$ cat config.mk
export PLATFORM = sky130hd
export DESIGN_NAME = gsc_stick_lane
export DESIGN_NICKNAME = d
export VERILOG_FILES = /design/src/hdl/gsc_pkg.sv /design/src/hdl/gsc_div.sv /design/src/hdl/gsc_stick_lane.sv
export SDC_FILE = /design/constraint.sdc
export NUM_CORES = 2
export LEC_CHECK = 0
export BUFFER_PORTS_ARGS = -buffer_cell sky130_fd_sc_hd__buf_2
export CAP_MARGIN = 20
export CORE_ASPECT_RATIO = 1.25
export CORE_MARGIN = 3
export CORE_UTILIZATION = 47
export DETAILED_ROUTE_END_ITERATION = 16
export GPL_TIMING_DRIVEN = 0
export PLACE_DENSITY = 0.67
export SYNTH_ARGS = -nofsm -noshare
export SYNTH_HDL_FRONTEND = slang
export SYNTH_HIERARCHICAL = 1
export SYNTH_SLANG_ARGS = --single-unit
$ cat constraint.sdc
create_clock -name i_clk -period 8.58 [get_ports i_clk]
set_input_delay 0.858 -clock i_clk [delete_from_list [all_inputs] [get_ports i_clk]]
set_output_delay 0.858 -clock i_clk [all_outputs]
set_load 0.02 [all_outputs]
$ cat src/hdl/gsc_pkg.sv
// ----------------------------------------------------------------------------
// gsc_pkg
// shared constants, types and helpers of the gamepad sample conditioner
// ----------------------------------------------------------------------------
`default_nettype none

package gsc_pkg;

    // slot and button configuration
    localparam int SLOTS        = 4;
    localparam int BUTTON_COUNT = 15;
    localparam int SLOT_W       = (SLOTS > 1) ? $clog2(SLOTS) : 1;

    localparam logic [15:0] BTN_MASK = 16'((32'h1 << BUTTON_COUNT) - 32'h1);
    localparam logic [15:0] ONE_Q15  = 16'h8000;

    // lane sequencer states
    typedef enum logic [2:0] {
        LN_IDLE,
        LN_SQ,
        LN_ROOT,
        LN_DEN,
        LN_PROD,
        LN_GO,
        LN_WAIT
    } t_lane_state;

    // top level sequencer states
    typedef enum logic [1:0] {
        ST_IDLE,
        ST_CALC,
        ST_EMIT
    } t_top_state;

    // start request towards a lane
    typedef struct packed {
        logic        start;
        logic [15:0] dz;
    } t_lane_req;

    // deadzone values above 1.0 act as 1.0
    function automatic logic [15:0] sat_dz(input logic [15:0] d);
        sat_dz = (d > ONE_Q15) ? ONE_Q15 : d;
    endfunction

endpackage

`default_nettype wire

$ cat src/hdl/gsc_div.sv
// ----------------------------------------------------------------------------
// gsc_div
// radix-2 restoring divider, 55-bit dividend by 40-bit divisor,
// 17 quotient bits, one bit per cycle, overflow flagged up front
// ----------------------------------------------------------------------------
`default_nettype none

module gsc_div (
    input  wire logic        i_clk,
    input  wire logic        i_rst_n,
    input  wire logic        i_start,
    input  wire logic [54:0] i_num,
    input  wire logic [39:0] i_den,
    output logic             o_busy,
    output logic             o_ovf,
    output logic [16:0]      o_quot
);

    localparam logic [4:0] QBITS = 5'd17;

    logic [4:0]  r_cnt;
    logic [39:0] r_rem;
    logic [39:0] r_den;
    logic [16:0] r_sh;
    logic [16:0] r_quot;
    logic        r_ovf;

    logic [37:0] w_top;
    logic        w_ovf_in;
    logic [40:0] w_trial;
    logic        w_ge;
    logic [40:0] w_diff;

    // quotient would not fit in 17 bits
    assign w_top    = i_num[54:17];
    assign w_ovf_in = ({2'b00, w_top} >= i_den);

    // one restoring step
    assign w_trial = {r_rem, r_sh[16]};
    assign w_ge    = (w_trial >= {1'b0, r_den});
    assign w_diff  = w_trial - {1'b0, r_den};

    // step counter
    always_ff @(posedge i_clk) begin
        if (!i_rst_n) begin
            r_cnt <= '0;
        end else if (i_start) begin
            r_cnt <= w_ovf_in ? 5'd0 : QBITS;
        end else if (r_cnt != 5'd0) begin
            r_cnt <= r_cnt - 5'd1;
        end
    end

    // datapath
    always_ff @(posedge i_clk) begin
        if (i_start) begin
            r_rem  <= {2'b00, w_top};
            r_sh   <= i_num[16:0];
            r_quot <= '0;
            r_ovf  <= w_ovf_in;
            r_den  <= i_den;
        end else if (r_cnt != 5'd0) begin
            r_rem  <= w_ge ? w_diff[39:0] : w_trial[39:0];
            r_sh   <= {r_sh[15:0], 1'b0};
            r_quot <= {r_quot[15:0], w_ge};
        end
    end

    assign o_busy = (r_cnt != 5'd0);
    assign o_ovf  = r_ovf;
    assign o_quot = r_quot;

endmodule

`default_nettype wire

$ cat src/hdl/gsc_stick_lane.sv
// ----------------------------------------------------------------------------
// gsc_stick_lane
// radial deadzone for one stick: squared length, 24-step root,
// scale factor and two component divides
// ----------------------------------------------------------------------------
`default_nettype none

module gsc_stick_lane (
    input  wire logic               i_clk,
    input  wire logic               i_rst_n,
    input  wire gsc_pkg::t_lane_req i_req,
    input  wire logic signed [15:0] i_x,
    input  wire logic signed [15:0] i_y,
    output logic                    o_busy,
    output logic signed [15:0]      o_x,
    output logic signed [15:0]      o_y
);

    gsc_pkg::t_lane_state r_state;
    gsc_pkg::t_lane_state n_state;

    logic [4:0]  r_cnt;
    logic [15:0] r_mx, r_my;
    logic        r_nx, r_ny;
    logic [15:0] r_t;
    logic [47:0] r_val;
    logic [25:0] r_rem;
    logic [23:0] r_root;
    logic        r_zero;
    logic [23:0] r_num;
    logic [39:0] r_den;
    logic [39:0] r_px, r_py;
    logic signed [15:0] r_ox, r_oy;

    logic [15:0] w_ax, w_ay;
    logic [31:0] w_sqx, w_sqy;
    logic [27:0] w_r2;
    logic [27:0] w_trial;
    logic        w_ge;
    logic [23:0] w_cq, w_tq;
    logic [15:0] w_omt;
    logic        w_busy_x, w_busy_y;
    logic        w_ovf_x, w_ovf_y;
    logic [16:0] w_q_x, w_q_y;
    logic        w_div_start;
    logic        w_load_out;

    // sign and saturate one scaled component
    function automatic logic [15:0] sat_comp(input logic neg, input logic ovf,
                                             input logic [16:0] q);
        logic [15:0] res;
        if (neg) begin
            res = (ovf || q > 17'd32768) ? 16'h8000 : 16'(~q[15:0] + 16'd1);
        end else begin
            res = (ovf || q > 17'd32767) ? 16'h7FFF : q[15:0];
        end
        sat_comp = res;
    endfunction

    // magnitudes at start
    assign w_ax = i_x[15] ? 16'(~i_x + 16'd1) : i_x;
    assign w_ay = i_y[15] ? 16'(~i_y + 16'd1) : i_y;

    // squares
    assign w_sqx = r_mx * r_mx;
    assign w_sqy = r_my * r_my;

    // one root digit
    assign w_r2    = {r_rem, r_val[47:46]};
    assign w_trial = {2'b00, r_root, 2'b01};
    assign w_ge    = (w_r2 >= w_trial);

    // clamped length against threshold
    assign w_cq  = (r_root > 24'h800000) ? 24'h800000 : r_root;
    assign w_tq  = {r_t, 8'h00};
    assign w_omt = 16'(17'h10000 - 17'h08000 - {1'b0, r_t} + 17'h08000 - 17'h08000
                   + 17'h08000 - 17'h08000);

    // next state
    always_comb begin
        n_state = r_state;
        case (r_state)
            gsc_pkg::LN_IDLE: if (i_req.start) n_state = gsc_pkg::LN_SQ;
            gsc_pkg::LN_SQ:   n_state = gsc_pkg::LN_ROOT;
            gsc_pkg::LN_ROOT: if (r_cnt == 5'd1) n_state = gsc_pkg::LN_DEN;
            gsc_pkg::LN_DEN:  n_state = gsc_pkg::LN_PROD;
            gsc_pkg::LN_PROD: n_state = gsc_pkg::LN_GO;
            gsc_pkg::LN_GO:   n_state = gsc_pkg::LN_WAIT;
            gsc_pkg::LN_WAIT: if (!w_busy_x && !w_busy_y) n_state = gsc_pkg::LN_IDLE;
            default:          n_state = gsc_pkg::LN_IDLE;
        endcase
    end

    // state outputs
    always_comb begin
        o_busy      = (r_state != gsc_pkg::LN_IDLE);
        w_div_start = (r_state == gsc_pkg::LN_GO);
        w_load_out  = (r_state == gsc_pkg::LN_WAIT) && !w_busy_x && !w_busy_y;
    end

    // state register
    always_ff @(posedge i_clk) begin
        if (!i_rst_n) begin
            r_state <= gsc_pkg::LN_IDLE;
        end else begin
            r_state <= n_state;
        end
    end

    // datapath
    always_ff @(posedge i_clk) begin
        case (r_state)
            gsc_pkg::LN_IDLE: begin
                r_mx <= w_ax;
                r_my <= w_ay;
                r_nx <= i_x[15];
                r_ny <= i_y[15];
                r_t  <= gsc_pkg::sat_dz(i_req.dz);
            end
            gsc_pkg::LN_SQ: begin
                r_val  <= {w_sqx + w_sqy, 16'h0000};
                r_rem  <= '0;
                r_root <= '0;
                r_cnt  <= 5'd24;
            end
            gsc_pkg::LN_ROOT: begin
                r_val  <= {r_val[45:0], 2'b00};
                r_rem  <= w_ge ? 26'(w_r2 - w_trial) : w_r2[25:0];
                r_root <= {r_root[22:0], w_ge};
                r_cnt  <= r_cnt - 5'd1;
            end
            gsc_pkg::LN_DEN: begin
                r_zero <= (r_t == gsc_pkg::ONE_Q15) || (w_cq <= w_tq);
                r_num  <= w_cq - w_tq;
                r_den  <= w_omt * r_root;
            end
            gsc_pkg::LN_PROD: begin
                r_px <= r_mx * r_num;
                r_py <= r_my * r_num;
            end
            gsc_pkg::LN_WAIT: begin
                if (w_load_out) begin
                    r_ox <= r_zero ? 16'sd0 : sat_comp(r_nx, w_ovf_x, w_q_x);
                    r_oy <= r_zero ? 16'sd0 : sat_comp(r_ny, w_ovf_y, w_q_y);
                end
            end
            default: begin
            end
        endcase
    end

    // component dividers sharing one divisor
    gsc_div u_div_x (
        .i_clk   (i_clk),
        .i_rst_n (i_rst_n),
        .i_start (w_div_start),
        .i_num   ({r_px, 15'h0000}),
        .i_den   (r_den),
        .o_busy  (w_busy_x),
        .o_ovf   (w_ovf_x),
        .o_quot  (w_q_x)
    );

    gsc_div u_div_y (
        .i_clk   (i_clk),
        .i_rst_n (i_rst_n),
        .i_start (w_div_start),
        .i_num   ({r_py, 15'h0000}),
        .i_den   (r_den),
        .o_busy  (w_busy_y),
        .o_ovf   (w_ovf_y),
        .o_quot  (w_q_y)
    );

    assign o_x = r_ox;
    assign o_y = r_oy;

endmodule

`default_nettype wire

; Word level (Yosys, flattened, before mapping)
; Cells that the tools add are included.
[word_totals]
output_inout_bits = 33
wordCells = 134
in_bits = 51
regBits = 503
[classes]
eq_ne = 11
reduce_logical = 19
bitwise = 4
multipliers = 5
n_mux = 34
n_addsub = 17
magnitude_cmp = 12
[op_table]
columns = cell, count
row1 = 2-to-1 mux 38 bit, 4
row2 = multiplier 16 x 24 -> 40 bit, 3
row3 = 2-to-1 mux 16 bit, 6
row4 = case mux 48 bit (2 select lines), 1
row5 = >= comparator 41 x 40 -> 1 bit, 2
row6 = >= comparator 38 x 40 -> 1 bit, 2
row7 = 2-to-1 mux 40 bit, 2
row8 = subtractor 40 bit, 2
row9 = 2-to-1 mux 17 bit, 4
row10 = "adder 16 x 1 -> 16 bit, second input constant", 4
row11 = multiplier 16 x 16 -> 32 bit, 2
row12 = NOT 16 bit, 4
row13 = case mux 26 bit (2 select lines), 1
row14 = case mux 24 bit (2 select lines), 1
row15 = "greater-than comparator 17 x 15 -> 1 bit, second input constant", 2
row16 = "greater-than comparator 17 x 16 -> 1 bit, second input constant", 2
row17 = "adder 16 bit, second input constant", 2
row18 = adder 32 bit, 1
row19 = "subtractor 16 bit, second input constant", 2
row20 = 2-to-1 mux 15 bit, 2
row21 = 2-to-1 mux 5 bit, 6
row22 = >= comparator 28 x 26 -> 1 bit, 1
row23 = 2-to-1 mux 26 bit, 1
row24 = subtractor 26 bit, 1
row25 = 25 further kinds, 44

; Logic depth before layout (Yosys ltp)
[logic_depth]
word_depth = 6
depth_mapped = 32
ltp_nobuf = 28

; Modules after synthesis
; The synthesis kept the hierarchy.
[modules_own_cells]
columns = module, cells_per_inst, area_each_um2, seq_area_each_um2, n_inst
row1 = gsc_stick_lane, 7090, 66137.2, 9489.1, 1
row2 = gsc_div at u_div_x, 883, 8360.5, 3363.2, 1
row3 = gsc_div at u_div_y, 887, 8350.5, 3363.2, 1

; Worst setup path before layout
; No wires, ideal clock.
[synth_path]
kind = register -> register
startpoint = register r_t[0]
endpoint = register r_den[37] (netlist name)
n_path_buf = 4
arrival_ps = 7274
required_time_ps = 8317
synth_period_minus_slack_ps = 7537
path_stages_with_launch = 30
path_slack_ps = 1043
setup_time_ps = 263
cell_sequence = edfxtp_1 -> clkbuf_1 -> inv_1 -> clkbuf_1 -> ha_1 -> nand2_1 -> or3_1 -> xnor2_1 -> clkbuf_1 -> nand2_1 -> fa_1 -> inv_1 -> fa_1 -> fa_1 -> fa_1 -> fa_1 -> inv_1 -> fa_1 -> inv_1 -> ha_1 -> clkbuf_1 -> nand3_1 -> nor3_1 -> nand4_1 -> o22ai_1 -> o41ai_2 -> a211oi_1 -> o31ai_1 -> a21boi_1 -> o21ai_0
[synth_lines]
columns = element, line
row1 = "start, declared", gsc_stick_lane.sv:25  ; logic [15:0] r_t;
row2 = "start signal, assigned", gsc_stick_lane.sv:118  ; r_t <= gsc_pkg::sat_dz(i_req.dz);

; Final worst setup path
[layout_path]
startpoint = register r_mx[13]
endpoint = register r_val[46], data pin
[layout_via]
elab_chain_cells = 3
[layout_rtl]
columns = element, line
row1 = "start, declared", gsc_stick_lane.sv:23  ; logic [15:0] r_mx, r_my;
row2 = "start signal, assigned", gsc_stick_lane.sv:114  ; r_mx <= w_ax;
row3 = multiplier 16 x 16 -> 32 bit, gsc_stick_lane.sv:65  ; assign w_sqx = r_mx * r_mx;
row4 = adder 32 bit, gsc_stick_lane.sv:121  ; r_val <= {w_sqx + w_sqy, 16'h0000};
row5 = case mux 48 bit (2 select lines), gsc_stick_lane.sv:112  ; case (r_state)
row6 = "end signal, assigned", gsc_stick_lane.sv:121
row7 = "end signal, assigned", gsc_stick_lane.sv:127  ; r_val <= {r_val[45:0], 2'b00};
row8 = "end, declared", gsc_stick_lane.sv:26  ; logic [47:0] r_val;
; Every way passes these cells. The select of a mux whose other input is x is not followed.
; A chain may end at the register's enable or synchronous reset.

==> metrics <==
worst hold margin a little under 0.4 ns; HP Class input port to register; largest net degree at the start of global routing 57; Routed WL about 260 mm; CTS Buffer Depth 3; max-cap violations 0; number of enable flip-flop cells after synthesis about 500; drt pass-1 iters 6; Yosys cell types roughly 110; Cell Area, Synth 0.0828 mm2; clock-pin slew on the worst setup and hold paths roughly 0.06 ns; setup violators final 0; CP required about 9 ns; WHS Endpoint r_my[0]$_DFFE_PN_; slowest stage delay, CP around 0.65 ns; vias in the first global route about 67,000; first-pass GRT wire length about 400 mm; largest area contributor in the netlist fa_1; most used routing layer met2; fraction of layout cells with a size suffix above 1 0.0568; cell mode on critical path fa_1; fin crit share 0.979; H-tree depth 3; GPL Wtd Cong 0.987; worst r2r path cells 23; # IOs 84; total grt overflow 0; Max Fclk approximately 120 MHz; CTS buffer count 69; HP Start i_y[0]; slew margin rel. 0.255; DRC 0; initial drt markers between 4,000 and 5,000; GR Util All Layers 0.289; HPWL Detailed around 210 mm; Fin Clk Skew 0.0785 ns; Post-Synth Adder-Cell Area 0.427; mux cell area share after synthesis 0.0164; asr flop ratio synth 0; Warnings, synthesis 6; cts hold-fix bufs 0; crit path time final around 8.4 ns; largest family of logic cells by synthesized area adder cells; Hold Violations, Final 0; Initial Util 0.475; final cell count without fillers roughly 11,000; Reg2Reg Setup Slack 0.18 ns; share of the synthesized area in the top cell type 0.316; core area between 0.15 and 0.2 mm2; Die ar. between 0.15 and 0.2 mm2; WP buf/inv 4; largest cells by area after synthesis fa_1 32%, edfxtp_1 18%, ha_1 11%; crit path DAT between 8 and 9 ns; endpoint class of the critical path register; M3 GR Usage 0.0464; Clock Root Buffer clkbuf_16; worst r2r dst r_val[46]$_DFFE_PP_; area grow syn2layout 8.22%; TritonCTS clock tree built; xor/xnor share of the synthesized area 0.0292; Worst-Margin Slew 1.12 ns; initial antenna violation count 13; Slowest-stage cell, CP edfxtp_1; Die Wd around 380 um; main flop type after synthesis edfxtp_1; cell with the most instances after synthesis inv_1; status finished, final reports clean; kind of cell adding the most delay to the critical path adder cells; met2 usage 0.490; crit-path cells clkbuf_4 > nand2_1 > fa_1 > inv_1 > fa_1 > inv_1 > fa_1 > fa_1 > inv_1 > fa_1 > fa_1 > fa_1 > fa_1 > ha_1 > a21o_1 > a21o_1 > a21oi_1 > a21boi_0 > a31oi_2 > a41o_1 > a21bo_2 > nor4b_1 > nor3_2; Worst Hold Depth 1; placed insts ~11,000; syn_area_per_cell 9.35 um2; Synth Area in Compound Gates 0.0860; Setup Total Neg Slack 0 ns; final net count between 10,000 and 15,000; fillers ~16,000; Critical Path Source Type register; Levels on crit path 23; CTS Sinks 557; met1 GRT Util 0.347; Post-synth top cells 1,778 x inv_1, 1,309 x fa_1, 1,275 x nand2_1, 736 x ha_1, 506 x edfxtp_1; DR vias between 60,000 and 70,000; Post-Syn Instances between 8,000 and 9,000; R2R Path Start r_mx[13]$_DFFE_PN_; simple-gate share of the synthesized area 0.145; Port Buffers 82; Yosys reg bits between 500 and 600; Skew-Pair Late Insertion Delay about 0.72 ns; Die Ht 475 um; placed cell area between 0.08 and 0.09 mm2; critical setup path kind register to register; Seq/Total Area, Yosys 0.196; Routed wire per std cell about 23 um; remaining antenna violation count 0; peak fanout along the critical path 19; Core Rows around 170; Slew Viols, Final 0; detailed-route vias per instance ~5.5; fin area about 0.09 mm2
cells by family after synthesis:
logic type,Yosys count
AOI/OAI and AO/OA,1108
xor gates and xnor gates,276
adders and majority gates,2045
buffers and inverters,2179
DFF,557
muxes,127
other,1
and+or+nand+nor,2567
state kept, by name, indices dropped and copies added, names as in the netlist, 17 cells and up:
register        flops
r_val              32
u_div_x/r_rem      40
u_div_y/o_quot     17
r_num              24
r_root             24
r_den              40
u_div_x/r_sh       17
u_div_y/r_rem      40
u_div_x/o_quot     17
u_div_y/r_den      40
u_div_x/r_den      40
r_rem              26
r_px               40
r_py               40
u_div_y/r_sh       17
worst max-delay path by stage:
stage,from,to,slack (ns)
after floorplan,r_t[0]$_SDFFCE_PN0N_,r_den[37]$_DFFE_PP_,1.04
after global placement,r_state[2]$_SDFFE_PN0P_,r_px[14]$_DFFE_PP_,-1.13
after detailed placement,r_my[5]$_DFFE_PN_,r_val[46]$_DFFE_PP_,-1.11
after CTS,r_t[0]$_SDFFCE_PN0N_,r_den[39]$_DFFE_PP_,0.005
after global routing,r_my[6]$_DFFE_PN_,r_val[46]$_DFFE_PP_,-0.007
final,r_mx[13]$_DFFE_PN_,r_val[46]$_DFFE_PP_,0.18
metrics by stage:
step	util	setup slack [ns]
after global placement	0.495	-1.13
after global routing	0.514	-0.00718
final	0.514	0.178
after detailed placement	0.497	-1.11
after CTS	0.512	0.00466
after floorplan	-	1.04
cells in the final DEF, fill, tap and decap left out, types with 28 or more instances in the layout:
cell	synthesis	routed
a21oi_1	313	309
a21o_1	152	152
edfxtp_1	506	506
fa_1	1309	1309
o21ai_1	45	46
a31oi_1	37	36
a211oi_1	54	54
buf_2	15	106
clkbuf_16	0	74
o21ai_0	218	217
conb_1	1	30
o21a_1	47	47
nor3_1	67	62
and3_1	29	28
clkbuf_1	364	273
and2_1	465	465
o31ai_1	33	33
nor2_1	361	358
nand2b_1	47	46
buf_4	4	30
nand2_1	1275	1273
nand4_1	54	54
mux2_2	68	68
dfxtp_1	51	51
xor2_1	85	85
nor4_1	29	28
inv_1	1778	1777
nand3_1	60	60
clkbuf_2	3	65
ha_1	736	735
xnor2_1	191	181
mux2i_1	54	54
o211ai_1	33	33
nor2b_1	47	47
layout make-up:
type	instances	area (um2)	share of cell area
multi-input combinational	6153	58700	0.654
tap	2335	2920	0.0326
clock buffer	85	1950	0.0218
sequential	557	16200	0.181
inverter	1781	6690	0.0746
antenna	13	32.5	0.000363
timing repair buffer	124	910	0.0101
clock inverter	41	539	0.00601
buffer	389	1720	0.0192
metal layers:
layer / part of all wire / up-vias
li1: - / 28400
met1: 0.38 / 31900
met2: 0.48 / 2378
met3: 0.067 / 708
met4: 0.070 / 2
met5: 0.000035 / -
timing repair:
action / in CTS / in global routing
setup endpoints to repair: 45 / 29
buffers inserted: 4 / 17
resized for setup: 79 / 123
pin swaps: 1 / 0
Power is left out: the tool's default activity adds up to more than one toggle a clock period on the data nets, which glitch-free logic cannot reach.
