<file path="src/hdl/gsc_pkg.sv">
// ----------------------------------------------------------------------------
// gsc_pkg
// shared constants, types and helpers of the gamepad sample conditioner
// ----------------------------------------------------------------------------
`default_nettype none

package gsc_pkg;

    // slot and button configuration
    localparam int SLOTS        = 4;
    localparam int BUTTON_COUNT = 15;
    localparam int SLOT_W       = (SLOTS > 1) ? $clog2(SLOTS) : 1;

    localparam logic [15:0] BTN_MASK = 16'((32'h1 << BUTTON_COUNT) - 32'h1);
    localparam logic [15:0] ONE_Q15  = 16'h8000;

    // lane sequencer states
    typedef enum logic [2:0] {
        LN_IDLE,
        LN_SQ,
        LN_ROOT,
        LN_DEN,
        LN_PROD,
        LN_GO,
        LN_WAIT
    } t_lane_state;

    // top level sequencer states
    typedef enum logic [1:0] {
        ST_IDLE,
        ST_CALC,
        ST_EMIT
    } t_top_state;

    // start request towards a lane
    typedef struct packed {
        logic        start;
        logic [15:0] dz;
    } t_lane_req;

    // deadzone values above 1.0 act as 1.0
    function automatic logic [15:0] sat_dz(input logic [15:0] d);
        sat_dz = (d > ONE_Q15) ? ONE_Q15 : d;
    endfunction

endpackage

`default_nettype wire

</file>
<file path="src/hdl/gsc_div.sv">
// ----------------------------------------------------------------------------
// gsc_div
// radix-2 restoring divider, 55-bit dividend by 40-bit divisor,
// 17 quotient bits, one bit per cycle, overflow flagged up front
// ----------------------------------------------------------------------------
`default_nettype none

module gsc_div (
    input  wire logic        i_clk,
    input  wire logic        i_rst_n,
    input  wire logic        i_start,
    input  wire logic [54:0] i_num,
    input  wire logic [39:0] i_den,
    output logic             o_busy,
    output logic             o_ovf,
    output logic [16:0]      o_quot
);

    localparam logic [4:0] QBITS = 5'd17;

    logic [4:0]  r_cnt;
    logic [39:0] r_rem;
    logic [39:0] r_den;
    logic [16:0] r_sh;
    logic [16:0] r_quot;
    logic        r_ovf;

    logic [37:0] w_top;
    logic        w_ovf_in;
    logic [40:0] w_trial;
    logic        w_ge;
    logic [40:0] w_diff;

    // quotient would not fit in 17 bits
    assign w_top    = i_num[54:17];
    assign w_ovf_in = ({2'b00, w_top} >= i_den);

    // one restoring step
    assign w_trial = {r_rem, r_sh[16]};
    assign w_ge    = (w_trial >= {1'b0, r_den});
    assign w_diff  = w_trial - {1'b0, r_den};

    // step counter
    always_ff @(posedge i_clk) begin
        if (!i_rst_n) begin
            r_cnt <= '0;
        end else if (i_start) begin
            r_cnt <= w_ovf_in ? 5'd0 : QBITS;
        end else if (r_cnt != 5'd0) begin
            r_cnt <= r_cnt - 5'd1;
        end
    end

    // datapath
    always_ff @(posedge i_clk) begin
        if (i_start) begin
            r_rem  <= {2'b00, w_top};
            r_sh   <= i_num[16:0];
            r_quot <= '0;
            r_ovf  <= w_ovf_in;
            r_den  <= i_den;
        end else if (r_cnt != 5'd0) begin
            r_rem  <= w_ge ? w_diff[39:0] : w_trial[39:0];
            r_sh   <= {r_sh[15:0], 1'b0};
            r_quot <= {r_quot[15:0], w_ge};
        end
    end

    assign o_busy = (r_cnt != 5'd0);
    assign o_ovf  = r_ovf;
    assign o_quot = r_quot;

endmodule

`default_nettype wire

</file>
<file path="src/hdl/gsc_trig_lane.sv">
// ----------------------------------------------------------------------------
// gsc_trig_lane
// linear deadzone for one trigger: clamp, offset and one divide
// ----------------------------------------------------------------------------
`default_nettype none

module gsc_trig_lane (
    input  wire logic               i_clk,
    input  wire logic               i_rst_n,
    input  wire gsc_pkg::t_lane_req i_req,
    input  wire logic signed [15:0] i_v,
    output logic                    o_busy,
    output logic [14:0]             o_v
);

    gsc_pkg::t_lane_state r_state;
    gsc_pkg::t_lane_state n_state;

    logic [14:0] r_c;
    logic [15:0] r_t;
    logic [14:0] r_out;

    logic        w_zero;
    logic [14:0] w_d;
    logic [15:0] w_omt;
    logic        w_busy;
    logic        w_ovf;
    logic [16:0] w_q;
    logic        w_div_start;
    logic        w_load_out;

    // offset and span of the live range
    assign w_zero = (r_t == gsc_pkg::ONE_Q15) || ({1'b0, r_c} <= r_t);
    assign w_d    = 15'({1'b0, r_c} - r_t);
    assign w_omt  = 16'(17'h08000 - {1'b0, r_t});

    // next state
    always_comb begin
        n_state = r_state;
        case (r_state)
            gsc_pkg::LN_IDLE: if (i_req.start) n_state = gsc_pkg::LN_GO;
            gsc_pkg::LN_GO:   n_state = gsc_pkg::LN_WAIT;
            gsc_pkg::LN_WAIT: if (!w_busy) n_state = gsc_pkg::LN_IDLE;
            default:          n_state = gsc_pkg::LN_IDLE;
        endcase
    end

    // state outputs
    always_comb begin
        o_busy      = (r_state != gsc_pkg::LN_IDLE);
        w_div_start = (r_state == gsc_pkg::LN_GO);
        w_load_out  = (r_state == gsc_pkg::LN_WAIT) && !w_busy;
    end

    // state register
    always_ff @(posedge i_clk) begin
        if (!i_rst_n) begin
            r_state <= gsc_pkg::LN_IDLE;
        end else begin
            r_state <= n_state;
        end
    end

    // clamp on start, result on finish
    always_ff @(posedge i_clk) begin
        if (r_state == gsc_pkg::LN_IDLE) begin
            r_c <= i_v[15] ? 15'd0 : i_v[14:0];
            r_t <= gsc_pkg::sat_dz(i_req.dz);
        end
        if (w_load_out) begin
            r_out <= (w_zero || w_ovf) ? 15'd0 : w_q[14:0];
        end
    end

    gsc_div u_div (
        .i_clk   (i_clk),
        .i_rst_n (i_rst_n),
        .i_start (w_div_start),
        .i_num   ({25'h0, w_d, 15'h0000}),
        .i_den   ({24'h0, w_omt}),
        .o_busy  (w_busy),
        .o_ovf   (w_ovf),
        .o_quot  (w_q)
    );

    assign o_v = r_out;

endmodule

`default_nettype wire

</file>
<file path="config.mk">
export PLATFORM = sky130hd
export DESIGN_NAME = gsc_trig_lane
export DESIGN_NICKNAME = d
export VERILOG_FILES = /design/src/hdl/gsc_pkg.sv /design/src/hdl/gsc_div.sv /design/src/hdl/gsc_trig_lane.sv
export SDC_FILE = /design/constraint.sdc
export NUM_CORES = 1
export LEC_CHECK = 0
export BUFFER_PORTS_ARGS = -buffer_cell sky130_fd_sc_hd__clkbuf_2
export CAP_MARGIN = 10
export CORE_ASPECT_RATIO = 1.1
export CORE_MARGIN = 8
export CORE_UTILIZATION = 35
export CTS_CLUSTER_DIAMETER = 50
export DETAILED_ROUTE_END_ITERATION = 8
export PLACE_DENSITY_LB_ADDON = 0.2
export SLEW_MARGIN = 20
export SYNTH_ARGS = -nofsm -noshare
export SYNTH_HDL_FRONTEND = slang
export SYNTH_SLANG_ARGS = --single-unit
</file>
<file path="constraint.sdc">
create_clock -name i_clk -period 9.1 [get_ports i_clk]
set_input_delay 0.455 -clock i_clk [delete_from_list [all_inputs] [get_ports i_clk]]
set_output_delay 0.455 -clock i_clk [all_outputs]
set_load 0.03 [all_outputs]
</file>
== Yosys cells after proc, flatten, opt, wreduce, memory -nomap -nowiden ==
Cells that the tools add are included.
Widths: inputs -> output; s select.

* Muxes and demuxes: 11
* Order comparisons: 4
* Reductions and logical operators: 9
* Equal/unequal tests: 5
* $add $sub $neg: 4

{| class="wikitable"
|+ Operators by type and width
! operator !! number
|-
| $ge 41x16->1 || 1
|-
| $mux 40 || 1
|-
| $sub 40x16->40 || 1
|-
| $mux 17 || 2
|-
| $mux 13 || 2
|-
| $eq 16x16->1 const B || 1
|-
| $ge 13x16->1 || 1
|-
| $gt 16x16->1 const B || 1
|-
| $le 15x16->1 || 1
|-
| $sub 16x16->16 const A || 1
|-
| $mux 5 || 3
|-
| $sub 15x15->15 || 1
|-
| $pmux 3 s3 || 1
|-
| $eq 3x3->1 const B || 2
|-
| $mux 3 || 2
|-
| $reduce_bool 5->1 || 1
|-
| $sub 5x1->5 const B || 1
|-
| $ne 2x2->1 const B || 2
|-
| $logic_not 3->1 || 1
|-
| $reduce_bool 3->1 || 1
|-
| $logic_or 1x1->1 || 2
|-
| $reduce_and 2->1 || 1
|-
| $reduce_bool 2->1 || 1
|-
| $logic_and 1x1->1 || 1
|-
| $logic_not 1->1 || 1
|}

* Register bits after elaboration: 128
* Bits of input ports: 35
* Output and inout bits: 16

== Depth between registers and ports, before layout ==
Gate-level depths: netlist of the first run.

* Depth after elaboration: 4
* Gate-level depth with buffers: 19
* Gate-level depth less buffers: 19

== Cells and area by module ==
From an unflattened synthesis of the first run, not the netlist that was laid out.

* Cells, all modules: 1,142
* Area total of the unflattened synthesis: 11,285.8 µm²

{| class="wikitable"
|+ By module, submodules not included
! module !! times used !! cells each !! area each (µm²)
|-
| gsc_div || 1 || 883 || 8,360.5
|-
| gsc_trig_lane || 1 || 259 || 2,925.3
|}

== Worst setup path before layout of the first run ==
No wires, ideal clock.

* Path type: reg-to-output
* From: register r_state[0]
* To: output o_busy
* Path slack: 5.407 ns
* Cell stages (with the launch flop): 3
* Buffers on the path: 0
* Required time: 8.645 ns
* Data arrival time: 3.238 ns
* Path through: dfxtp_1 > nor3_1 > inv_1

* Word-level cells in the longest chain between the ends: 1

{| class="wikitable"
|+ Ends and longest elaborated chain
! what !! RTL line !! text
|-
| start, declared || gsc_trig_lane.sv:16 || <nowiki>gsc_pkg::t_lane_state r_state;</nowiki>
|-
| start signal, assigned || gsc_trig_lane.sv:58 || <nowiki>r_state <= gsc_pkg::LN_IDLE;</nowiki>
|-
| start signal, assigned || gsc_trig_lane.sv:60 || <nowiki>r_state <= n_state;</nowiki>
|-
| $reduce_bool 3->1 || gsc_trig_lane.sv:50 || <nowiki>o_busy = (r_state != gsc_pkg::LN_IDLE);</nowiki>
|-
| end, declared || gsc_trig_lane.sv:12 || <nowiki>output logic o_busy,</nowiki>
|}

No other way between the ends.

== Final worst setup path of the first run ==
* From: register r_t[0]
* To: register u_div.r_cnt[4]

* Word-level cells in the longest chain between the ends: 4
* Elaborated cells on any way between the ends: 5
* Those cells by class: add/sub: 2; order compare: 1; mux: 2

{| class="wikitable"
|+ Ends and longest elaborated chain
! what !! RTL line !! text
|-
| start, declared || gsc_trig_lane.sv:20 || <nowiki>logic [15:0] r_t;</nowiki>
|-
| start signal, assigned || gsc_trig_lane.sv:68 || <nowiki>r_t <= gsc_pkg::sat_dz(i_req.dz);</nowiki>
|-
| $sub 16x16->16 / $sub 15x15->15 (equally long branches) || gsc_trig_lane.sv:35, gsc_trig_lane.sv:34 ||
|-
| $ge 13x16->1 * || gsc_div.sv:36 || <nowiki>assign w_ovf_in = ({2'b00, w_top} >= i_den);</nowiki>
|-
| net u_div.w_ovf_in || gsc_div.sv:29 || <nowiki>logic w_ovf_in;</nowiki>
|-
| $mux 5 * || gsc_div.sv:48 || <nowiki>r_cnt <= w_ovf_in ? 5'd0 : QBITS;</nowiki>
|-
| $mux 5 * || gsc_div.sv:47 || <nowiki>end else if (i_start) begin</nowiki>
|-
| end signal, assigned || gsc_div.sv:48 ||
|-
| end signal, assigned || gsc_div.sv:50 || <nowiki>r_cnt <= r_cnt - 5'd1;</nowiki>
|-
| end, declared || gsc_div.sv:21 || <nowiki>logic [4:0] r_cnt;</nowiki>
|}

The timed path passes the listed nets; every way through them passes the cells marked *.
A chain may end at the register's enable or synchronous reset.

==> metrics, run 1 <==
Worst Path Arrival=3.97 ns; Syn Std Cell Area=0.00745 mm^2; P per Cell Area=311 mW/mm^2; synth top area cells=edfxtp_1 31%, dfxtp_1 13%, ha_1 7.9%, xnor2_1 5.2%, a21oi_1 5.1%; CTS buffer count=17; gr usage total=12.9%; area leader, netlist=edfxtp_1; CTS tree=built; CP Capture Type=flop; Remaining Overflow, GRT=0; number of fill cells=2,100; site row count=56; TNS Setup=0 ns; met3 wire length=321 um; Synth Area in Compound Gates=15.1%; CTS clk-pin slew, worst paths=0.07 ns; Reg2Reg Launch Point=r_t[0]; Die Y=169 um; most used flip-flop cell after synthesis=edfxtp_1; ant diodes=0; port buffer count=50; layout cells sized above 1=12.1%; DRT iter0 DRCs=268; flop2flop setup slack=5.44 ns; RD Place Congestion=0.805; hold path startpoint=i_v[0]; cts hold-fix bufs=0; vias per cell=4.84; worst hold path endpoint=r_c[0]; Metal-1 WL=7850 um; Synth cell types=60; clock share of power=25.4%; WL final=16,200 um; syn avg cell area=9.44 um^2; Die ar.=0.0262 mm^2; minimum clock period=3.66 ns; Async S/R FF share, synth=0%; Fmax=273 MHz; CP Max Fanout=5; hpwl dp=12,000 um; Post-DRT Antenna Nets=0; worst r2r dst=u_div.r_cnt[4]; yosys warns=0; Slew HR=35.4%; Worst Hold Depth=2; drc violations=0; Post-synth EDFFs=78; area post-placement=0.00799 mm^2; Post-CTS Setup Bufs=0; pin count of the biggest net entering global routing=69; commonest non-fill, non-tap cell in the layout=edfxtp_1; NetSw=1.03 mW; Max clock buf depth=2; drt pass-1 iters=4; final instance area=0.00858 mm^2; Area Growth Syn to Fin=15.1%; worst-skew pair later-pin latency=0.43 ns; Routed wire per std cell=14.3 um; leakage=3.40 nW; vias in the first global route=5,538; Max Slew Vio Count=0; initial antenna violation count=0; DR top layer=met4; overall power=2.67 mW; post-CTS sizing=0; Initial Util=35.3%; number of max-cap violations=0; Synth Register Bits=128; Worst EP required=9.41 ns; Peak VDD IR=0.157 mV; type of the worst setup path=flop to flop; final hold viol count=0; met2 WL=7910 um; Pint=1.64 mW; most frequent cells in the layout=78 x edfxtp_1, 76 x a21oi_1, 71 x nand2_1; Gate power share=39.3%; fin crit share=40.2%; syn nets=873; register area share after synthesis=44.9%; TritonCTS Sinks=128; first-pass GRT wire length=27,100 um; Top-Level Pins=51; simple-gate share of the synthesized area=19.5%; Post-Syn Instances=789; post-synthesis mux area share=0.286%; Final Util=40.7%; Synth Area in Adders=8.43%; RSZ-0062 raised after global routing=no; worst hold path class=input pin to flop; run status=complete, no violations; Vias=5,513; Setup Viol. Count Final=0; Die X=155 um; Core Box Area=0.0211 mm^2; Root Driver=clkbuf_16; Layout Nets=919; largest family of logic cells by synthesized area=simple AND/OR/NAND/NOR gates; sw frac=38.5%; startpoint types=flop; Clock Skew=0.0170 ns; Worst Tran Pin Value=0.961 ns; Reg power frac=35.4%; Reg2Reg Depth=14; share of the synthesized area in the top cell type=31.4%; Synth Area in XOR/XNOR=7.06%; H-tree depth=4
## kinds of logic (layout without fill, tap and decap cells)
family / Yosys count / count (layout)
adders and majority gates: 49 / 49
muxes: 2 / 2
and+or+nand+nor: 280 / 280
DFF: 128 / 128
xor gates and xnor gates: 60 / 60
buffers and inverters: 87 / 146
AOI/OAI and AO/OA: 183 / 183
## registers in the layout, indices dropped and copies added (netlist names), 3 cells and up
| signal | count |
|---|---|
| u_div.r_cnt | 5 |
| r_c | 15 |
| u_div.r_rem | 40 |
| u_div.r_den | 16 |
| r_t | 16 |
| o_v | 15 |
| u_div.o_quot | 15 |
| r_state | 3 |
## worst max path at each step
stage,from,end,cells past startpoint
final,r_t[0],u_div.r_cnt[4],14
after global routing,r_t[0],u_div.r_cnt[0],14
after CTS,r_t[0],u_div.r_cnt[4],14
after detailed placement,r_t[0],u_div.r_cnt[4],14
after global placement,r_t[0],o_v[2],10
after floorplan,r_state[0],o_busy,2
## synth_stat cells (14+ instances only)
library cell / n
a21oi_1: 76
nor4_1: 21
nor2b_1: 38
ha_1: 47
xnor2_1: 44
inv_1: 59
and2_1: 17
o21a_1: 14
xor2_1: 16
edfxtp_1: 78
nand2_1: 71
o21ai_0: 40
clkbuf_1: 22
nor2_1: 54
nor3_1: 20
dfxtp_1: 50
## power by group through the flow
stage | clock network, mW | logic, mW | registers [mW]
after CTS | 0.696 | 1.06 | 0.943
after detailed placement | 0 | 1.05 | 0.953
after global placement | 0 | 1.04 | 0.952
after floorplan | 0 | 0.842 | 0.911
after global routing | 0.718 | 1.20 | 0.968
final | 0.677 | 1.05 | 0.943
## layer usage
metal	GRT usage, %	vias up
met4	3.75	0
met3	3.11	8
met1	15.8	2531
met5	0	-
li1	-	2913
met2	22.1	61
## cell type report
| class | count | area [um^2] | share of cell area (%) |
|---|---|---|---|
| sequential | 128 | 3340 | 39.0 |
| timing repair buffer | 55 | 288 | 3.36 |
| clock inverter | 14 | 131 | 1.53 |
| tap | 290 | 363 | 4.23 |
| clock buffer | 18 | 450 | 5.25 |
| inverter | 59 | 221 | 2.58 |
| multi-input combinational | 574 | 3780 | 44.1 |
## critical path, stage by stage, from the launching register on
cell,delay [ns]
edfxtp_1,0.47
ha_1,0.25
fa_1,0.40
nor2b_1,0.11
o21ai_0,0.10
a21oi_1,0.19
nor2_1,0.12
o311ai_0,0.53
xor2_1,0.20
ha_1,0.34
and4_1,0.19
o2111ai_1,0.13
a2bb2oi_1,0.22
nor2_1,0.08
o21a_1,0.22
## metrics by stage
| step | hold slack [ns] | instances | setup slack (ns) |
|---|---|---|---|
| floorplan | 0.427 | 789 | 5.41 |
| global placement | 0.434 | 1106 | 5.43 |
| detailed placement | 0.449 | 1106 | 5.40 |
| CTS | 0.292 | 1138 | 5.40 |
| global route | 0.311 | 1138 | 5.02 |
| finish | 0.308 | 1138 | 5.44 |
(Power assumes the default switching activity.)
==> run 2: changes to the inputs <==
==> constraint.sdc (replaced) <==
create_clock -name i_clk -period 3.45 [get_ports i_clk]
set_input_delay 0.1725 -clock i_clk [delete_from_list [all_inputs] [get_ports i_clk]]
set_output_delay 0.1725 -clock i_clk [all_outputs]
set_load 0.03 [all_outputs]
==> metrics, run 2 (synthesis results as in run 1) <==
run status=complete, no violations; Setup Viol. Count Final=0 (unchanged); Worst Path Arrival=3.64 ns (-0.33 ns); CP Max Fanout=3 (-2); TritonCTS Sinks=128 (unchanged); leakage=3.52 nW (+3.6%); Worst EP required=3.81 ns (-5.60 ns); pin count of the biggest net entering global routing=69 (unchanged); minimum clock period=3.28 ns (-0.377 ns); Worst Hold Depth=2 (unchanged); Initial Util=35.3% (unchanged); Max clock buf depth=2 (unchanged); number of max-cap violations=0 (unchanged); P per Cell Area=813 mW/mm^2 (+160%); vias in the first global route=5,775 (+4.3%); H-tree depth=4 (unchanged); Max Slew Vio Count=0 (unchanged); Layout Nets=944 (+2.7%); site row count=56 (unchanged); startpoint types=flop; drt pass-1 iters=4 (unchanged); Fmax=305 MHz (+11%); Remaining Overflow, GRT=0 (unchanged); worst r2r dst=u_div.r_cnt[4]; RD Place Congestion=0.845 (+5.0%); fin crit share=95.2% (+55 points); Post-DRT Antenna Nets=0 (unchanged); Vias=5,631 (+2.1%); worst hold path endpoint=r_state[0]; worst-skew pair later-pin latency=0.41 ns (-0.02 ns); Top-Level Pins=51 (unchanged); Reg2Reg Launch Point=r_t[1]; CTS buffer count=17 (unchanged); final hold slack=0.0367 ns (-0.271 ns); Routed wire per std cell=14.3 um (+0.24%); Worst Tran Pin Value=1.07 ns (+0.113 ns); Reg2Reg Depth=18 (+4); Largest regs=u_div.r_rem: 40 flops, r_t: 16 flops, u_div.r_den: 16 flops; most frequent cells in the layout=78 x edfxtp_1, 74 x a21oi_1, 71 x nand2_1; CP Capture Type=flop; first-pass GRT wire length=28,100 um (+3.6%); final instance area=0.00880 mm^2 (+2.6%); WL final=16,600 um (+2.4%); Area Growth Syn to Fin=18.2%; area post-placement=0.00812 mm^2 (+1.6%); Die Y=169 um (unchanged); DRT iter0 DRCs=234 (-13%); Root Driver=clkbuf_16; drc violations=0 (unchanged); layout cells sized above 1=15.8% (+3.7 points); CTS clk-pin slew, worst paths=0.06 ns (about the same); RSZ-0062 raised after global routing=yes; type of the worst setup path=flop to flop; Die ar.=0.0262 mm^2 (unchanged); final hold viol count=0 (unchanged); hpwl dp=12,400 um (+3.7%); hold path startpoint=i_req[16]; worst hold path class=input pin to flop; initial antenna violation count=0 (unchanged); Die X=155 um (unchanged); gr usage total=13.2% (+0.31 points); Peak VDD IR=0.335 mV (+110%); vias per cell=4.85 (about the same); Slew HR=28.2% (-7.1 points); ant diodes=0 (unchanged); CTS tree=built; max reg flops=40 (unchanged); Top reg by flops=u_div.r_rem; Core Box Area=0.0211 mm^2 (unchanged); port buffer count=50 (unchanged); Clock Skew=0.0107 ns (-0.00631 ns); overall power=7.16 mW (+170%); flop2flop setup slack=0.17 ns (-5.27 ns); commonest non-fill, non-tap cell in the layout=edfxtp_1
run 2: worst max-delay path by stage:
| stage | from | end | slack, ns | depth (start not counted) |
|---|---|---|---|---|
| floorplan | r_state[0] | o_busy | 0.04 | 2 |
| global placement | r_t[1] | u_div.r_cnt[4] | 0.08 | 15 |
| detailed placement | r_t[1] | u_div.r_cnt[4] | -0.05 | 15 |
| CTS | r_t[1] | u_div.r_cnt[4] | 0.09 | 15 |
| global route | r_t[1] | u_div.r_cnt[4] | -0.05 | 18 |
| finish | r_t[1] | u_div.r_cnt[4] | 0.17 | 18 |
run 2: repair_timing:
item                                   in CTS  in global routing
buffers inserted                            0                  7
pin swaps                                   0                 11
endpoints found under the hold margin       0                  0
resized for setup                           1                 14
hold buffers                                0                  0
setup endpoints to repair                   2                  5
run 2: layer usage:
metal | wire, um | part of all wire, % | global-route usage, %
met5 | 0 | 0 | 0
met4 | 211 | 1.3 | 4.99
met3 | 293 | 1.8 | 2.55
met2 | 8190 | 49 | 22.7
met1 | 7930 | 48 | 16.1
run 2: through the flow:
step / worst slack, ns / utilization [%] / std cells / setup TNS (ns)
floorplan: 0.0391 / - / 789 / 0
CTS: 0.0858 / 41.2 / 1155 / 0
global route: -0.0525 / 41.7 / 1162 / -0.0959
finish: 0.166 / 41.7 / 1162 / 0
detailed placement: -0.0516 / 38.5 / 1124 / -0.0905
global placement: 0.0798 / 38.5 / 1124 / 0
run 2: layout make-up:
type / count / area, um^2
multi-input combinational: 574 / 3830
clock inverter: 11 / 105
inverter: 59 / 221
timing repair buffer: 80 / 475
tap: 290 / 363
sequential: 128 / 3340
fill: 2110 / 12300
clock buffer: 20 / 468
run 2: report_power, final:
part	internal, mW	switching (mW)	leakage [nW]
logic	1.30	1.65	2.05
clock network	1.05	0.680	0.278
registers	2.14	0.328	1.20
total	4.50	2.66	3.52
run 2: worst max-delay path: stages, from the launching register on:
cell	delay (ns)
edfxtp_1	0.42
inv_2	0.08
ha_1	0.23
nor2b_2	0.16
o211ai_1	0.27
a311oi_2	0.15
buf_4	0.17
a211oi_4	0.21
nor2_1	0.09
xnor2_1	0.21
ha_1	0.29
a21oi_2	0.15
nor2b_1	0.05
o21ai_0	0.15
nand2b_1	0.10
a21oi_2	0.14
a2bb2oi_2	0.08
nor2_2	0.13
o21a_1	0.13
==> run 3: changes to the inputs <==
--- a/config.mk
+++ b/config.mk
@@ -5,6 +5,7 @@
 export SDC_FILE = /design/constraint.sdc
 export NUM_CORES = 1
 export LEC_CHECK = 0
+export ABC_AREA = 1
 export BUFFER_PORTS_ARGS = -buffer_cell sky130_fd_sc_hd__clkbuf_2
 export CAP_MARGIN = 10
 export CORE_ASPECT_RATIO = 1.1
@@ -17,3 +18,4 @@
 export SYNTH_ARGS = -nofsm -noshare
 export SYNTH_HDL_FRONTEND = slang
 export SYNTH_SLANG_ARGS = --single-unit
+export TNS_END_PERCENT = 1
==> metrics, run 3 <==
CP Max Fanout=5 (+2); critical path startpoint=r_t[0]; final hold slack=0.0276 ns (-0.00911 ns); most frequent cells in the layout=338 x nand2_1, 192 x inv_1, 154 x nor2_1; yosys warns=0 (unchanged); Worst EP required=3.80 ns (about the same); final worst slack=0.316 ns (+0.150 ns); Root Driver=clkbuf_16; crit-path cells=ha_1 -> fa_1 -> o21ai_1 -> nand2_1 -> nand3_1 -> nand2_1 -> nand2_1 -> nand2_1 -> nand2_1 -> xor2_1 -> ha_1 -> nand2_1 -> o21ai_0 -> nand3_1 -> nand2_1 -> inv_1 -> nand3_1 -> a21oi_1; Gate power share=46.9% (+5.6 points); max reg flops=40 (unchanged); Max Slew Vio Count=0 (unchanged); hpwl dp=17,400 um (+41%); syn nets=1,276 (+46%); post-CTS sizing=0 (-1); RD Place Congestion=0.926 (+9.6%); worst r2r dst=u_div.r_cnt[4]; worst hold path class=input pin to flop; vias in the first global route=7,485 (+30%); gr usage total=15.3% (+2.1 points); fin crit share=90.8% (-4.4 points); drc violations=0 (unchanged); Reg2Reg Launch Point=r_t[0]; Reg2Reg Depth=18 (unchanged); CP peak stage delay=0.46 ns (+0.04 ns); list of most frequent post-synthesis cells=338 x nand2_1, 192 x inv_1, 154 x nor2_1; area leader, netlist=edfxtp_1; port buffer count=50 (unchanged); Die ar.=0.0297 mm^2 (+13%); Synth cell types=47 (-22%); most used flip-flop cell after synthesis=edfxtp_1; Remaining Overflow, GRT=0 (unchanged); Post-Syn Instances=1,192 (+51%); P per Cell Area=811 mW/mm^2 (-0.21%); NetSw=3.49 mW (+31%); Die X=165 um (+6.4%); Post-synth EDFFs=78 (unchanged); Clock Skew=0.0140 ns (+0.00329 ns); initial antenna violation count=0 (unchanged); startpoint types=flop; Seq. cell area=0.00334 mm^2 (unchanged); vias per cell=4.73 (-2.4%); minimum clock period=3.13 ns (-0.150 ns); Pint=4.44 mW (-1.2%); clock share of power=23.0% (-1.2 points); Critical-path top delay cell=edfxtp_1; TNS Setup=0 ns (unchanged); CTS buffer count=17 (unchanged); Area Growth Syn to Fin=14.4%; worst hold path endpoint=r_c[1]; cts hold-fix bufs=3 (+3); hold path startpoint=i_v[1]; Final Util=40.3% (-1.4 points); run status=complete, no violations; Top reg by flops=u_div.r_rem; layout cells sized above 1=9.79% (-6.0 points); DRT iter0 DRCs=334 (+43%); Post-DRT Antenna Nets=0 (unchanged); Core Box Area=0.0242 mm^2 (+15%); first-pass GRT wire length=36,600 um (+30%); Die Y=180 um (+6.4%); share of the synthesized area in the top cell type=27.4% (-4.0 points); Worst Path Arrival=3.48 ns (-0.16 ns); register area share after synthesis=39.1% (-5.8 points); type of the worst setup path=flop to flop; pin count of the biggest net entering global routing=34 (-51%); Syn Std Cell Area=0.00855 mm^2 (+15%); Fmax=319 MHz (+4.8%); site row count=60 (+7.1%); flop2flop setup slack=0.32 ns (+0.15 ns); final hold viol count=0 (unchanged); leakage=4.77 nW (+36%); Max clock buf depth=2 (unchanged); Initial Util=35.2% (-0.074 points); Post-CTS Setup Bufs=0 (unchanged); CP Capture Type=flop; RSZ-0062 raised after global routing=no; Synth Register Bits=128 (unchanged); Async S/R FF share, synth=0% (unchanged); Worst Hold Depth=3 (+1); commonest non-fill, non-tap cell in the layout=nand2_1; CTS clk-pin slew, worst paths=0.07 ns (about the same); Peak VDD IR=0.440 mV (+31%); WL final=21,900 um (+32%); Layout Nets=1,338 (+42%); sw frac=44.0% (+6.8 points); overall power=7.93 mW (+11%); Worst Tran Pin Value=0.794 ns (-0.279 ns); Routed wire per std cell=13.9 um (-3.0%); Crit path top cell by count=nand2_1; H-tree depth=4 (unchanged); area of the multi-input gates=0.00432 mm^2 (+13%); number of fill cells=2,538 (+20%); Largest regs=u_div.r_rem: 40 flops, r_t: 16 flops, u_div.r_den: 16 flops; Slew HR=46.7% (+18 points); top-count cell post-synth=nand2_1; Vias=7,455 (+32%); Setup Viol. Count Final=0 (unchanged); Top-Level Pins=51 (unchanged); number of max-cap violations=0 (unchanged); drt pass-1 iters=5 (+1); synth top area cells=edfxtp_1 27%, nand2_1 15%, dfxtp_1 12%, inv_1 8.4%, ha_1 6.9%; Reg power frac=30.1% (-4.4 points); CTS tree=built; ant diodes=0 (unchanged); syn avg cell area=7.17 um^2 (-24%); worst-skew pair later-pin latency=0.42 ns (about the same); dpl ws=0.324 ns (+0.375 ns); TritonCTS Sinks=128 (unchanged)
run 3: cell types whose count changed after synthesis, sizes merged, moves of 17 or more:
cell / before / now
inv: 59 / 202
and2: 17 / 0
nand2: 71 / 343
nor2b: 38 / 0
nor2: 55 / 159
xnor2: 44 / 12
nand3: 9 / 90
a21oi: 76 / 45
nand4: 12 / 35
run 3: cells by family after synthesis:
kind of cell / Yosys count / share of synthesized area, %
DFF: 128 / 39.1
buffers and inverters: 226 / 10.4
and+or+nand+nor: 640 / 31.9
adders and majority gates: 49 / 7.35
AOI/OAI and AO/OA: 111 / 7.29
xor gates and xnor gates: 38 / 3.89
run 3: how the worst max path moves through the flow:
stage	to	slack, ns	cells past startpoint
final	u_div.r_cnt[4]	0.32	18
after detailed placement	u_div.o_ovf	0.32	17
after global placement	u_div.o_ovf	0.46	17
after global routing	u_div.r_cnt[4]	0.08	18
after floorplan	o_busy	0.006	2
after CTS	u_div.r_cnt[4]	0.28	18
run 3: per-layer routing:
layer	wire (um)	part of all wire, %	global-route usage (%)
met1	10100	46	18.9
met3	488	2.2	2.72
met2	10900	50	26.2
met5	0	0	0
met4	469	2.1	4.94
run 3: critical path, delay by kind of cell, from the launching register on:
| kind | cells | cell delay, ns |
|---|---|---|
| fa+ha+maj | 3 | 0.97 |
| simple gates | 10 | 0.82 |
| compound gates | 3 | 0.51 |
| flops | 1 | 0.46 |
| xor+xnor | 1 | 0.23 |
| buf+inv | 1 | 0.06 |
run 3: per-stage QoR:
| stage | instances | cell area [um^2] |
|---|---|---|
| final | 1577 | 9780 |
| after global routing | 1577 | 9780 |
| after CTS | 1577 | 9780 |
| after detailed placement | 1542 | 9160 |
| after global placement | 1542 | 9160 |
| after floorplan | 1192 | 8550 |
run 3: final cells by class:
type / count / area share (%)
Clock buffer: 17 / 4.35
Clock inverter: 15 / 1.64
Inverter: 203 / 7.79
Multi-Input combinational cell: 838 / 44.2
Sequential cell: 128 / 34.2
Tap cell: 310 / 3.97
Timing Repair Buffer: 66 / 3.87
run 3: power by group through the flow:
stage / clock network (mW) / logic, mW / registers [mW]
6_report: 1.82 / 3.72 / 2.39
3_3_place_gp: 0 / 3.66 / 2.42
5_1_grt: 1.94 / 4.25 / 2.44
3_5_place_dp: 0 / 3.70 / 2.42
2_1_floorplan: 0 / 2.81 / 2.36
4_1_cts: 1.87 / 3.73 / 2.39
